### src/uacf_pkg.sv
package uacf_pkg;

	localparam int CP_W   = 21;
	localparam int QDEPTH = 4;
	localparam int QPTR_W = $clog2(QDEPTH);

	typedef logic [CP_W-1:0] cp_t;

	localparam cp_t CP_REPL     = 21'h00FFFD;
	localparam cp_t CP_SHARP_S  = 21'h0000DF;
	localparam cp_t CP_LOWER_S  = 21'h000073;
	localparam cp_t CP_UPPER_A  = 21'h000041;
	localparam cp_t CP_UPPER_Z  = 21'h00005A;
	localparam cp_t CP_COMB_LO  = 21'h000300;
	localparam cp_t CP_COMB_HI  = 21'h00036F;
	localparam cp_t CP_LATX_LO  = 21'h000100;
	localparam cp_t CP_LATX_HI  = 21'h00024F;
	localparam cp_t CP_CYR_LO   = 21'h000410;
	localparam cp_t CP_CYR_HI   = 21'h00042F;
	localparam cp_t CP_CYR_IO   = 21'h000401;
	localparam cp_t CP_CYR_IO_L = 21'h000451;
	localparam cp_t CP_SIGMA_U  = 21'h0003A3;
	localparam cp_t CP_SIGMA_F  = 21'h0003C2;
	localparam cp_t CP_SIGMA_L  = 21'h0003C3;
	localparam cp_t CP_GRK_LO   = 21'h000391;
	localparam cp_t CP_GRK_MID1 = 21'h0003A1;
	localparam cp_t CP_GRK_MID2 = 21'h0003A4;
	localparam cp_t CP_GRK_HI   = 21'h0003AB;
	localparam cp_t CASE_OFS    = 21'd32;

	typedef enum logic [1:0] {
		FK_DROP,
		FK_ONE,
		FK_TWICE
	} fold_kind_t;

	typedef struct packed {
		cp_t        cp;
		fold_kind_t kind;
	} fold_t;

	typedef struct packed {
		cp_t [2:0]  cps;
		logic [1:0] cnt;
	} job_t;

	typedef struct packed {
		logic seq_open;
	} front_stat_t;

	typedef struct packed {
		logic busy;
		logic pop;
	} back_stat_t;

	function automatic logic [1:0] lead_need(logic [7:0] c);
		if (c[7:5] == 3'b110) return 2'd1;
		if (c[7:4] == 4'b1110) return 2'd2;
		if (c[7:3] == 5'b11110) return 2'd3;
		return 2'd0;
	endfunction

	function automatic cp_t single_cp(logic [7:0] c);
		return c[7] ? CP_REPL : {13'd0, c};
	endfunction

	function automatic cp_t strip_accent(cp_t cp);
		if (cp >= 21'hC0 && cp <= 21'hC5) return 21'h41;
		if (cp == 21'hC7) return 21'h43;
		if (cp >= 21'hC8 && cp <= 21'hCB) return 21'h45;
		if (cp >= 21'hCC && cp <= 21'hCF) return 21'h49;
		if (cp == 21'hD1) return 21'h4E;
		if (cp >= 21'hD2 && cp <= 21'hD6) return 21'h4F;
		if (cp >= 21'hD9 && cp <= 21'hDC) return 21'h55;
		if (cp >= 21'hE0 && cp <= 21'hE5) return 21'h61;
		if (cp == 21'hE7) return 21'h63;
		if (cp >= 21'hE8 && cp <= 21'hEB) return 21'h65;
		if (cp >= 21'hEC && cp <= 21'hEF) return 21'h69;
		if (cp == 21'hF1) return 21'h6E;
		if (cp >= 21'hF2 && cp <= 21'hF6) return 21'h6F;
		if (cp >= 21'hF9 && cp <= 21'hFC) return 21'h75;
		return cp;
	endfunction

	function automatic fold_t fold_cp(cp_t cp);
		cp_t   s;
		fold_t r;
		s      = strip_accent(cp);
		r.cp   = s;
		r.kind = FK_ONE;
		if (s >= CP_COMB_LO && s <= CP_COMB_HI) begin
			r.kind = FK_DROP;
		end else if (s >= CP_UPPER_A && s <= CP_UPPER_Z) begin
			r.cp = s + CASE_OFS;
		end else if (s == CP_SHARP_S) begin
			r.cp   = CP_LOWER_S;
			r.kind = FK_TWICE;
		end else if (s >= CP_LATX_LO && s <= CP_LATX_HI) begin
			r.cp = s | 21'd1;
		end else if (s >= CP_CYR_LO && s <= CP_CYR_HI) begin
			r.cp = s + CASE_OFS;
		end else if (s == CP_CYR_IO) begin
			r.cp = CP_CYR_IO_L;
		end else if (s == CP_SIGMA_U || s == CP_SIGMA_F) begin
			r.cp = CP_SIGMA_L;
		end else if ((s >= CP_GRK_LO && s <= CP_GRK_MID1) ||
			(s >= CP_GRK_MID2 && s <= CP_GRK_HI)) begin
			r.cp = s + CASE_OFS;
		end
		return r;
	endfunction

	function automatic logic [2:0] utf8_len(cp_t cp);
		if (cp < 21'h80) return 3'd1;
		if (cp < 21'h800) return 3'd2;
		if (cp < 21'h10000) return 3'd3;
		return 3'd4;
	endfunction

	function automatic logic [7:0] utf8_byte(cp_t cp, logic [2:0] len, logic [1:0] k);
		logic [1:0] sh;
		logic [7:0] b;
		sh = 2'(len - 3'd1) - k;
		if (len == 3'd1) begin
			b = cp[7:0];
		end else if (k == 2'd0) begin
			case (len)
				3'd2:    b = {3'b110, cp[10:6]};
				3'd3:    b = {4'b1110, cp[15:12]};
				default: b = {5'b11110, cp[20:18]};
			endcase
		end else begin
			case (sh)
				2'd0:    b = {2'b10, cp[5:0]};
				2'd1:    b = {2'b10, cp[11:6]};
				default: b = {2'b10, cp[17:12]};
			endcase
		end
		return b;
	endfunction

endpackage

### src/uacf_front.sv
module uacf_front import uacf_pkg::*; (
	input  logic        clk,
	input  logic        arst_n,
	input  logic        in_valid,
	output logic        in_stall,
	input  logic [7:0]  in_byte,
	input  logic        in_last,
	input  logic        q_full,
	output logic        push,
	output job_t        push_job,
	output front_stat_t stat
);

	logic [7:0] held_q [3];
	logic [1:0] need_q;
	logic [1:0] cnt_q;
	logic [1:0] need;
	logic       accept;
	logic       done;
	logic [7:0] r0;

	always_comb begin
		accept   = in_valid && !q_full;
		need     = (cnt_q != 2'd0) ? need_q : lead_need(in_byte);
		done     = in_last || (cnt_q >= need);
		r0       = held_q[1];
		push_job = '0;
		if (cnt_q == 2'd0) begin
			push_job.cps[0] = single_cp(in_byte);
			push_job.cnt    = 2'd1;
		end else if (cnt_q == need_q) begin
			push_job.cnt = 2'd1;
			case (need_q)
				2'd1:    push_job.cps[0] = {10'd0, held_q[0][4:0], in_byte[5:0]};
				2'd2:    push_job.cps[0] = {5'd0, held_q[0][3:0], held_q[1][5:0],
					in_byte[5:0]};
				2'd3:    push_job.cps[0] = {held_q[0][2:0], held_q[1][5:0], held_q[2][5:0],
					in_byte[5:0]};
				default: push_job.cps[0] = CP_REPL;
			endcase
		end else begin
			// The string ended inside a sequence: the lead is replaced and the
			// bytes after it are decoded again as new leads.
			push_job.cps[0] = CP_REPL;
			if (cnt_q == 2'd1) begin
				push_job.cps[1] = single_cp(in_byte);
				push_job.cnt    = 2'd2;
			end else if (!r0[7]) begin
				push_job.cps[1] = {13'd0, r0};
				push_job.cps[2] = single_cp(in_byte);
				push_job.cnt    = 2'd3;
			end else if (r0[7:5] == 3'b110) begin
				push_job.cps[1] = {10'd0, r0[4:0], in_byte[5:0]};
				push_job.cnt    = 2'd2;
			end else begin
				push_job.cps[1] = CP_REPL;
				push_job.cps[2] = single_cp(in_byte);
				push_job.cnt    = 2'd3;
			end
		end
	end

	assign push          = accept && done;
	assign in_stall      = q_full;
	assign stat.seq_open = (cnt_q != 2'd0);

	always_ff @(posedge clk or negedge arst_n) begin
		if (!arst_n) begin
			cnt_q  <= 2'd0;
			need_q <= 2'd0;
		end else if (accept) begin
			if (done) begin
				cnt_q  <= 2'd0;
				need_q <= 2'd0;
			end else begin
				cnt_q  <= cnt_q + 2'd1;
				need_q <= need;
			end
		end
	end

	always_ff @(posedge clk) begin
		if (accept && !done) begin
			held_q[cnt_q] <= in_byte;
		end
	end

endmodule

### src/uacf_queue.sv
module uacf_queue import uacf_pkg::*; (
	input  logic clk,
	input  logic arst_n,
	input  logic push,
	input  job_t push_job,
	output logic full,
	input  logic pop,
	output job_t head_job,
	output logic nempty
);

	job_t              mem_q [QDEPTH];
	logic [QPTR_W-1:0] wr_q;
	logic [QPTR_W-1:0] rd_q;
	logic [QPTR_W:0]   cnt_q;
	logic              do_push;
	logic              do_pop;

	assign full     = (cnt_q == (QPTR_W+1)'(QDEPTH));
	assign nempty   = (cnt_q != '0);
	assign do_push  = push && !full;
	assign do_pop   = pop && nempty;
	assign head_job = mem_q[rd_q];

	always_ff @(posedge clk or negedge arst_n) begin
		if (!arst_n) begin
			wr_q  <= '0;
			rd_q  <= '0;
			cnt_q <= '0;
		end else begin
			if (do_push) begin
				wr_q <= wr_q + 1'b1;
			end
			if (do_pop) begin
				rd_q <= rd_q + 1'b1;
			end
			if (do_push && !do_pop) begin
				cnt_q <= cnt_q + 1'b1;
			end else if (do_pop && !do_push) begin
				cnt_q <= cnt_q - 1'b1;
			end
		end
	end

	always_ff @(posedge clk) begin
		if (do_push) begin
			mem_q[wr_q] <= push_job;
		end
	end

endmodule

### src/uacf_back.sv
module uacf_back import uacf_pkg::*; (
	input  logic       clk,
	input  logic       arst_n,
	input  logic       q_nempty,
	input  job_t       head_job,
	output logic       pop,
	output logic       out_valid,
	input  logic       out_stall,
	output logic [7:0] out_byte,
	output logic       run_last,
	output back_stat_t stat
);

	fold_t      f [3];
	cp_t        c_cp [3];
	logic       c_tw [3];
	logic [1:0] c_num;

	cp_t        w_cp_q [3];
	logic       w_tw_q [3];
	logic [1:0] num_q;
	logic [1:0] slot_q;
	logic [1:0] bidx_q;
	logic       rep_q;
	logic       busy_q;
	logic       out_valid_q;
	logic [7:0] out_byte_q;
	logic       run_last_q;

	cp_t        cur_cp;
	logic [2:0] cur_len;
	logic [7:0] cur_byte;
	logic       cp_end;
	logic       rep_end;
	logic       job_end;
	logic       can_load;
	logic       emit;

	// Fold the head word and pack the code points that survive to the front.
	always_comb begin
		c_num = 2'd0;
		for (int i = 0; i < 3; i++) begin
			f[i]    = fold_cp(head_job.cps[i]);
			c_cp[i] = '0;
			c_tw[i] = 1'b0;
		end
		for (int i = 0; i < 3; i++) begin
			if (2'(i) < head_job.cnt && f[i].kind != FK_DROP) begin
				c_cp[c_num] = f[i].cp;
				c_tw[c_num] = (f[i].kind == FK_TWICE);
				c_num       = c_num + 2'd1;
			end
		end
	end

	always_comb begin
		cur_cp   = w_cp_q[slot_q];
		cur_len  = utf8_len(cur_cp);
		cur_byte = utf8_byte(cur_cp, cur_len, bidx_q);
		cp_end   = ({1'b0, bidx_q} == cur_len - 3'd1);
		rep_end  = cp_end && (!w_tw_q[slot_q] || rep_q);
		job_end  = rep_end && (slot_q == num_q - 2'd1);
		can_load = !out_valid_q || !out_stall;
		emit     = busy_q && can_load;
		pop      = q_nempty && (!busy_q || (emit && job_end));
	end

	always_ff @(posedge clk or negedge arst_n) begin
		if (!arst_n) begin
			busy_q      <= 1'b0;
			num_q       <= 2'd0;
			slot_q      <= 2'd0;
			bidx_q      <= 2'd0;
			rep_q       <= 1'b0;
			out_valid_q <= 1'b0;
		end else begin
			if (can_load) begin
				out_valid_q <= emit;
			end
			if (pop) begin
				busy_q <= (c_num != 2'd0);
				num_q  <= c_num;
				slot_q <= 2'd0;
				bidx_q <= 2'd0;
				rep_q  <= 1'b0;
			end else if (emit) begin
				if (job_end) begin
					busy_q <= 1'b0;
				end else if (cp_end) begin
					bidx_q <= 2'd0;
					if (w_tw_q[slot_q] && !rep_q) begin
						rep_q <= 1'b1;
					end else begin
						rep_q  <= 1'b0;
						slot_q <= slot_q + 2'd1;
					end
				end else begin
					bidx_q <= bidx_q + 2'd1;
				end
			end
		end
	end

	always_ff @(posedge clk) begin
		if (pop) begin
			for (int i = 0; i < 3; i++) begin
				w_cp_q[i] <= c_cp[i];
				w_tw_q[i] <= c_tw[i];
			end
		end
		if (emit) begin
			out_byte_q <= cur_byte;
			run_last_q <= job_end;
		end
	end

	assign out_valid = out_valid_q;
	assign out_byte  = out_byte_q;
	assign run_last  = run_last_q;
	assign stat.busy = busy_q;
	assign stat.pop  = pop;

endmodule

### src/utf8_accent_case_folder_core.sv
// Channel  Direction  Handshake            Word
// in       input      in_valid / in_stall  in_byte, in_last
// out      output     out_valid / out_stall out_byte, run_last
//
// One input word is taken per cycle while the four-word queue has room.
// Each input word that closes a sequence yields zero to nine output
// words, sent one per cycle while out_stall is low; the back end's byte serializer sets the rate.
// The first output word passes through the queue, the back end's word registers and the output register.
// Reset clears the open sequence, the queue and the output valid flag.
// in_stall rises only when the queue is full; out_stall holds the output register.
module utf8_accent_case_folder_core import uacf_pkg::*; (
	input  logic       clk,
	input  logic       arst_n,
	input  logic       in_valid,
	output logic       in_stall,
	input  logic [7:0] in_byte,
	input  logic       in_last,
	output logic       out_valid,
	input  logic       out_stall,
	output logic [7:0] out_byte,
	output logic       run_last
);

	logic        push;
	job_t        push_job;
	logic        q_full;
	logic        q_nempty;
	job_t        head_job;
	logic        pop;
	front_stat_t fstat;
	back_stat_t  bstat;

	uacf_front u_front (
		.clk      (clk),
		.arst_n   (arst_n),
		.in_valid (in_valid),
		.in_stall (in_stall),
		.in_byte  (in_byte),
		.in_last  (in_last),
		.q_full   (q_full),
		.push     (push),
		.push_job (push_job),
		.stat     (fstat)
	);

	uacf_queue u_queue (
		.clk      (clk),
		.arst_n   (arst_n),
		.push     (push),
		.push_job (push_job),
		.full     (q_full),
		.pop      (pop),
		.head_job (head_job),
		.nempty   (q_nempty)
	);

	uacf_back u_back (
		.clk       (clk),
		.arst_n    (arst_n),
		.q_nempty  (q_nempty),
		.head_job  (head_job),
		.pop       (pop),
		.out_valid (out_valid),
		.out_stall (out_stall),
		.out_byte  (out_byte),
		.run_last  (run_last),
		.stat      (bstat)
	);

`ifndef NO_ASSERTIONS
	a_pop_nonempty: assert property (@(posedge clk) disable iff (!arst_n)
		bstat.pop |-> q_nempty)
		else $error("back end popped an empty queue");

	a_last_closes: assert property (@(posedge clk) disable iff (!arst_n)
		(in_valid && !in_stall && in_last) |=> !fstat.seq_open)
		else $error("sequence still open after the final word");

	a_ascii_pushes: assert property (@(posedge clk) disable iff (!arst_n)
		(in_valid && !in_stall && !fstat.seq_open && !in_byte[7]) |-> push)
		else $error("ASCII word outside a sequence was not queued");
`endif

endmodule

### config.mk
export PLATFORM = sky130hd
export DESIGN_NAME = utf8_accent_case_folder_core
export DESIGN_NICKNAME = d
export VERILOG_FILES = /design/src/uacf_pkg.sv /design/src/uacf_front.sv /design/src/uacf_queue.sv /design/src/uacf_back.sv /design/src/utf8_accent_case_folder_core.sv
export SDC_FILE = /design/constraint.sdc
export NUM_CORES = 1
export LEC_CHECK = 0
export BUFFER_PORTS_ARGS = -buffer_cell sky130_fd_sc_hd__buf_4
export CAP_MARGIN = 20
export CORE_ASPECT_RATIO = 0.7
export CORE_MARGIN = 4
export CORE_UTILIZATION = 45
export CTS_BUF_LIST = sky130_fd_sc_hd__clkbuf_4 sky130_fd_sc_hd__clkbuf_8
export DETAILED_ROUTE_END_ITERATION = 16
export PLACE_DENSITY_LB_ADDON = 0.3
export SYNTH_ARGS = -nofsm -noshare
export SYNTH_HDL_FRONTEND = slang
export SYNTH_HIERARCHICAL = 1
export SYNTH_SLANG_ARGS = --single-unit
### constraint.sdc
create_clock -name clk -period 9.12 [get_ports clk]
set_input_delay 0.912 -clock clk [delete_from_list [all_inputs] [get_ports clk]]
set_output_delay 0.912 -clock clk [all_outputs]
set_load 0.005 [all_outputs]
Word-level counts from Yosys, hierarchy flattened --
Memory sizes are Yosys's and may differ from the RTL's. Index checks and enable logic that the tools add are counted.
Storage, ports and cells: flip-flop bits (word level) 29, word-level logic and storage cells 878, memories 4, output and inout port bits 11, RAM bits 350
Cells by class: magnitude comparators 107, equality and inequality tests 45, $add $sub $neg 15, bitwise logic cells 2, reduce and logical (&&, ||, !) cells 102, muxes and demuxes 590
Memories:
- u_queue.mem_q | depth 4, width 65, rd ports 1, clocked after Yosys merged registers in 0, wr ports 1, RTL line uacf_queue.sv:12 | job_t mem_q [QDEPTH];
- u_back.w_cp_q | depth 3, width 21, rd ports 1, clocked after Yosys merged registers in 0, wr ports 3, RTL line uacf_back.sv:19 | cp_t w_cp_q [3];
- u_front.held_q | depth 3, width 8, rd ports 3, clocked after Yosys merged registers in 0, wr ports 1, RTL line uacf_front.sv:14 | logic [7:0] held_q [3];
- u_back.w_tw_q | depth 3, width 1, rd ports 1, clocked after Yosys merged registers in 0, wr ports 3, RTL line uacf_back.sv:20 | logic w_tw_q [3];
Operators with widths (count):
- two-way mux 21 bit | 181
- greater-or-equal comparator 21 x 8 -> 1 bit (second input constant) | 30
- less-or-equal comparator 21 x 8 -> 1 bit (second input constant) | 30
- two-way mux 1 bit | 346
- equality test 21 x 8 -> 1 bit (second input constant) | 15
- less-or-equal comparator 21 x 10 -> 1 bit (second input constant) | 12
- greater-or-equal comparator 21 x 10 -> 1 bit (second input constant) | 9
- bitwise mux 63 bit | 2
- equality test 21 x 10 -> 1 bit (second input constant) | 6
- two-way mux 42 bit | 3
- two-way mux 63 bit | 2
- demux 21 bit (select 2 bit) | 2
- logical AND 1 bit | 66
- adder 21 x 6 -> 21 bit (second input constant) | 3
- equality test 21 x 11 -> 1 bit (second input constant) | 3
- greater-or-equal comparator 21 x 11 -> 1 bit (second input constant) | 3
- greater-or-equal comparator 21 x 7 -> 1 bit (second input constant) | 3
- greater-or-equal comparator 21 x 9 -> 1 bit (second input constant) | 3
- less-or-equal comparator 21 x 11 -> 1 bit (second input constant) | 3
- less-or-equal comparator 21 x 7 -> 1 bit (second input constant) | 3
- case mux 21 bit (3 select lines) | 1
- two-way mux 2 bit | 31
- two-way mux 23 bit | 2
- two-way mux 16 bit | 2
- 39 further kinds | 100

Longest topological paths before layout --
An unclocked memory read counts as a cell.
depth in word-level cells 125, gate-level depth with buffers 24

Cells and area by module --
Netlist, hierarchy kept.
Modules (own cells, without submodules):
- uacf_queue | times used 1, sequential area each 7982.7 um^2, area each 9829.4 um^2, cells each 375
- uacf_back | times used 1, sequential area each 2477.4 um^2, area each 9609.2 um^2, cells each 1236
- uacf_front | times used 1, sequential area each 670.6 um^2, area each 1813.0 um^2, cells each 200

Least setup slack after synthesis --
No wires, ideal clock.
kind reg2reg, from reg u_back.slot_q[0], to reg u_queue.cnt_q[1], slack 1.945 ns, clock period less this slack 7.175 ns, cell stages (with the launch flop) 21, buffers on the path 4, data arrival time 7.051 ns, cells stage by stage dfrtp_1 clkbuf_1 buf_1 clkbuf_1 mux2i_1 nor2_1 a21oi_1 nand4_1 o21a_1 ha_1 xor2_1 and3_1 o311ai_0 o21ai_0 and2_1 clkbuf_1 nand2_1 ha_1 inv_1 fa_1 mux2_2
On the way: cells in the longest elaborated chain, start to end 19
RTL lines:
- from (decl) | RTL line uacf_back.sv:22 | logic [1:0] slot_q;
- from (signal assigned) | RTL line uacf_back.sv:95 | slot_q <= slot_q + 2'd1;
- memory (3 x 21 bit)
- < comparator 21 x 17 -> 1 bit | RTL line uacf_pkg.sv:116 | if (cp < 21'h10000) return 3'd3;
- two-way mux 1 bit (2 in a row) | RTL line uacf_pkg.sv:116
- two-way mux 1 bit | RTL line uacf_pkg.sv:115 | if (cp < 21'h800) return 3'd2;
- two-way mux 3 bit | RTL line uacf_pkg.sv:117 | return 3'd4;
- two-way mux 3 bit | RTL line uacf_pkg.sv:116
- two-way mux 3 bit | RTL line uacf_pkg.sv:115
- subtractor 3 x 1 -> 3 bit
- [... 3 more ...]
- logical AND 1 bit (*) | RTL line uacf_back.sv:65 | pop = q_nempty && (!busy_q || (emit && job_end));
- logical OR 1 bit (*) | RTL line uacf_back.sv:65
- logical AND 1 bit (*) | RTL line uacf_back.sv:65
- named net pop | RTL line utf8_accent_case_folder_core.sv:29 | logic pop;
- logical AND 1 bit (*) | RTL line uacf_queue.sv:22 | assign do_pop = pop && nempty;
- zero test 1 bit | RTL line uacf_queue.sv:37 | if (do_push && !do_pop) begin
- logical AND 1 bit | RTL line uacf_queue.sv:37
- two-way mux 3 bit or nonzero test 2 bit (tied branches)
- to (signal assigned) | RTL line uacf_queue.sv:38 | cnt_q <= cnt_q + 1'b1;
- to (signal assigned) | RTL line uacf_queue.sv:40 | cnt_q <= cnt_q - 1'b1;
- to (decl) | RTL line uacf_queue.sv:15 | logic [QPTR_W:0] cnt_q;
Mark *: on every way through the listed nets, which the timed path passes. The rest lies on a longest branch. The select of a mux whose other input is x is not followed. A chain may end at the register's enable or synchronous reset.

==> reports/metrics.yaml <==
die_area_mm2: 0.0508
crit_path_max_incr_delay_ns: 0.91
cts_hold_buffers: 0
endpoint_kind: "register"
grtUsageMet3_pct: 5.34
critPathMaxFanout: 36
worstHoldPathType: "in2async"
hold_slack_ns: 0.211
worstPathRequired_ns: 9.56
maxCapViolations: 0
maxSlewViolCount: 0
synth_area_per_cell_um2: 11.7
synthToLayoutAreaGrowth_pct: 7.13
worstMarginPinSlew_ns: 1.07
io_pins: 24
crit_chain: "buf_4, mux4_2, nor4bb_1, nand4_1, or3_1, a21boi_1, a21oi_1, nor4_2, a41oi_1, a21oi_1, nand2b_1, inv_1, ha_1, and2_1, nor3b_4, nand3_1, o22ai_1"
clkSlewWorstSetupHoldPaths_ns: 0.06
setup_ws_ns: 1.51
met1_usage_pct: 36.5
fin_crit_sh_pct: 83.5
vias: 16005
cts-buffers-inserted: 56
finalSetupTns_ns: 0
status: "complete, no violations"
clk_latency_ns: 0.62
grt_pass1_wl_mm: 90.8
diodes: 0
cts_buffer_depth: 3
cp-start-kind: "register"
finalSetupViolations: 0
rsz0062_at_grt: "false"
grt_pass1_vias: 15044
grt_start_max_net_pins: 66
core_area_mm2: 0.0466
fin_nets: 1836
instances_no_fill: 2439
grt_usage_pct: 22.8
cts_tree: "built"
fin_worst_skew_ns: 0.0312
leakage_nw: 7.61
syn_inst: 1809
crit_top_cell: "a21oi_1"
powerDensity_mw_per_mm2: 310
final_cell_mix: "edfxtp_1 (354), nor2_1 (136), nand2_1 (126)"
dpl.hpwl_mm: 41.1
finalHoldViolCount: 0
dieWidth_um: 268
first_iter_violations: 2393
max-vdd-ir-drop_uv: 296
post_cts_resized: 0
rows: 66
drc_errors: 0
drive_gt1_share_pct: 14.7
chipHeight_um: 190
maxSlewHeadroom_pct: 28.7
busiest_layer: "met1"
htree_levels: 2
numPlacedInstances: 2337
fmax_mhz: 131
cp.arrival_ns: 8.05
synth_warnings: 6
root_buffer: "clkbuf_8"
vias_per_cell: 6.56
layout_commonest_cell: "edfxtp_1"
timing.final.crit_period_ns: 7.61
io_buffers: 23
drt_pass1_iterations: 8
gp_congestion: 0.960
grtUsageMet2_pct: 31.5
antenna_found_initial: 1
path_class: "reg2reg"
antenna_left: 0
pre_cts_ws_ns: 1.56
wl_mm: 58.9
clock_sinks: 374
synthesis.area_mm2: 0.0212
post_cts_buffers: 0
fin_total_pwr_mw: 7.06
post_drt_wl_per_cell_um: 24.2
crit_path_top_delay_cell: "dfrtp_4"
overflow: 0
start_util_pct: 45.6
-- worst max-delay path, delay by kind of cell, from the launching register on --
kind                     cells  cell delay (ns)
flip-flops                   1             0.91
multiplexers                 1             0.74
AND/OR/NAND/NOR              8             3.76
buffers and inverters        2             0.59
adder cells (fa/ha/maj)      1             0.34
AO/OA/AOI/OAI                5             1.08
-- sequential cells by signal, indices dropped and copies added (netlist names) --
signal and flops:
u_back/bidx_q 2, u_back/busy_q 1, u_back/num_q 2, u_back/out_byte 8
u_back/out_valid 1, u_back/rep_q 1, u_back/run_last 1, u_back/slot_q 2
u_back/w_cp_q 63, u_back/w_tw_q 3, u_front/cnt_q 2, u_front/held_q 19
u_front/need_q 2, u_queue/cnt_q 3, u_queue/mem_q 260, u_queue/rd_q 2
u_queue/wr_q 2
-- worst paths after layout --
| kind | from | end | slack [ns] | cells after the start |
|---|---|---|---|---|
| worst max-delay path | u_queue/rd_q[0] | u_back/w_cp_q[1][2] | 1.51 | 17 |
| worst min-delay path | arst_n | u_front/cnt_q[1] | 0.21 | 1 |
| worst max register to register | u_queue/rd_q[0] | u_back/w_cp_q[1][2] | 1.51 | 17 |
| worst min register to register | u_queue/cnt_q[2] | u_queue/cnt_q[2] | 0.49 | 1 |
| max in group asynchronous | arst_n | u_queue/rd_q[0] | 8.58 | 1 |
| min in group clk | u_queue/cnt_q[2] | u_queue/cnt_q[2] | 0.49 | 1 |
-- final cells by class --
cell class / count / area, um2
fillers: 4146 / 23800
flip-flops and latches: 374 / 11100
multi-input cells: 1256 / 9230
clock buffers: 71 / 890
well taps: 612 / 766
repair buffers: 45 / 343
inverters: 54 / 203
clock inverters: 27 / 189
-- power by group --
| part | internal (mW) | switching (mW) | total (mW) | leakage (nW) |
|---|---|---|---|---|
| combinational | 1.05 | 2.22 | 3.27 | 3.51 |
| sequential | 2.28 | 0.161 | 2.44 | 3.52 |
| clock | 0.698 | 0.643 | 1.34 | 0.575 |
-- per-layer routing --
layer,vias to the layer above,share of wire (%)
met5,-,0
met4,0,1.5
met2,932,42
met1,7897,46
li1,7094,-
met3,82,11
-- stage by stage --
step,util [%],area (um2)
2_1_floorplan,-,21300
3_3_place_gp,46.5,21600
3_5_place_dp,46.5,21600
4_1_cts,48.8,22700
5_1_grt,48.9,22800
6_report,48.9,22800
No activity file was read; power rests on OpenSTA's default activity.
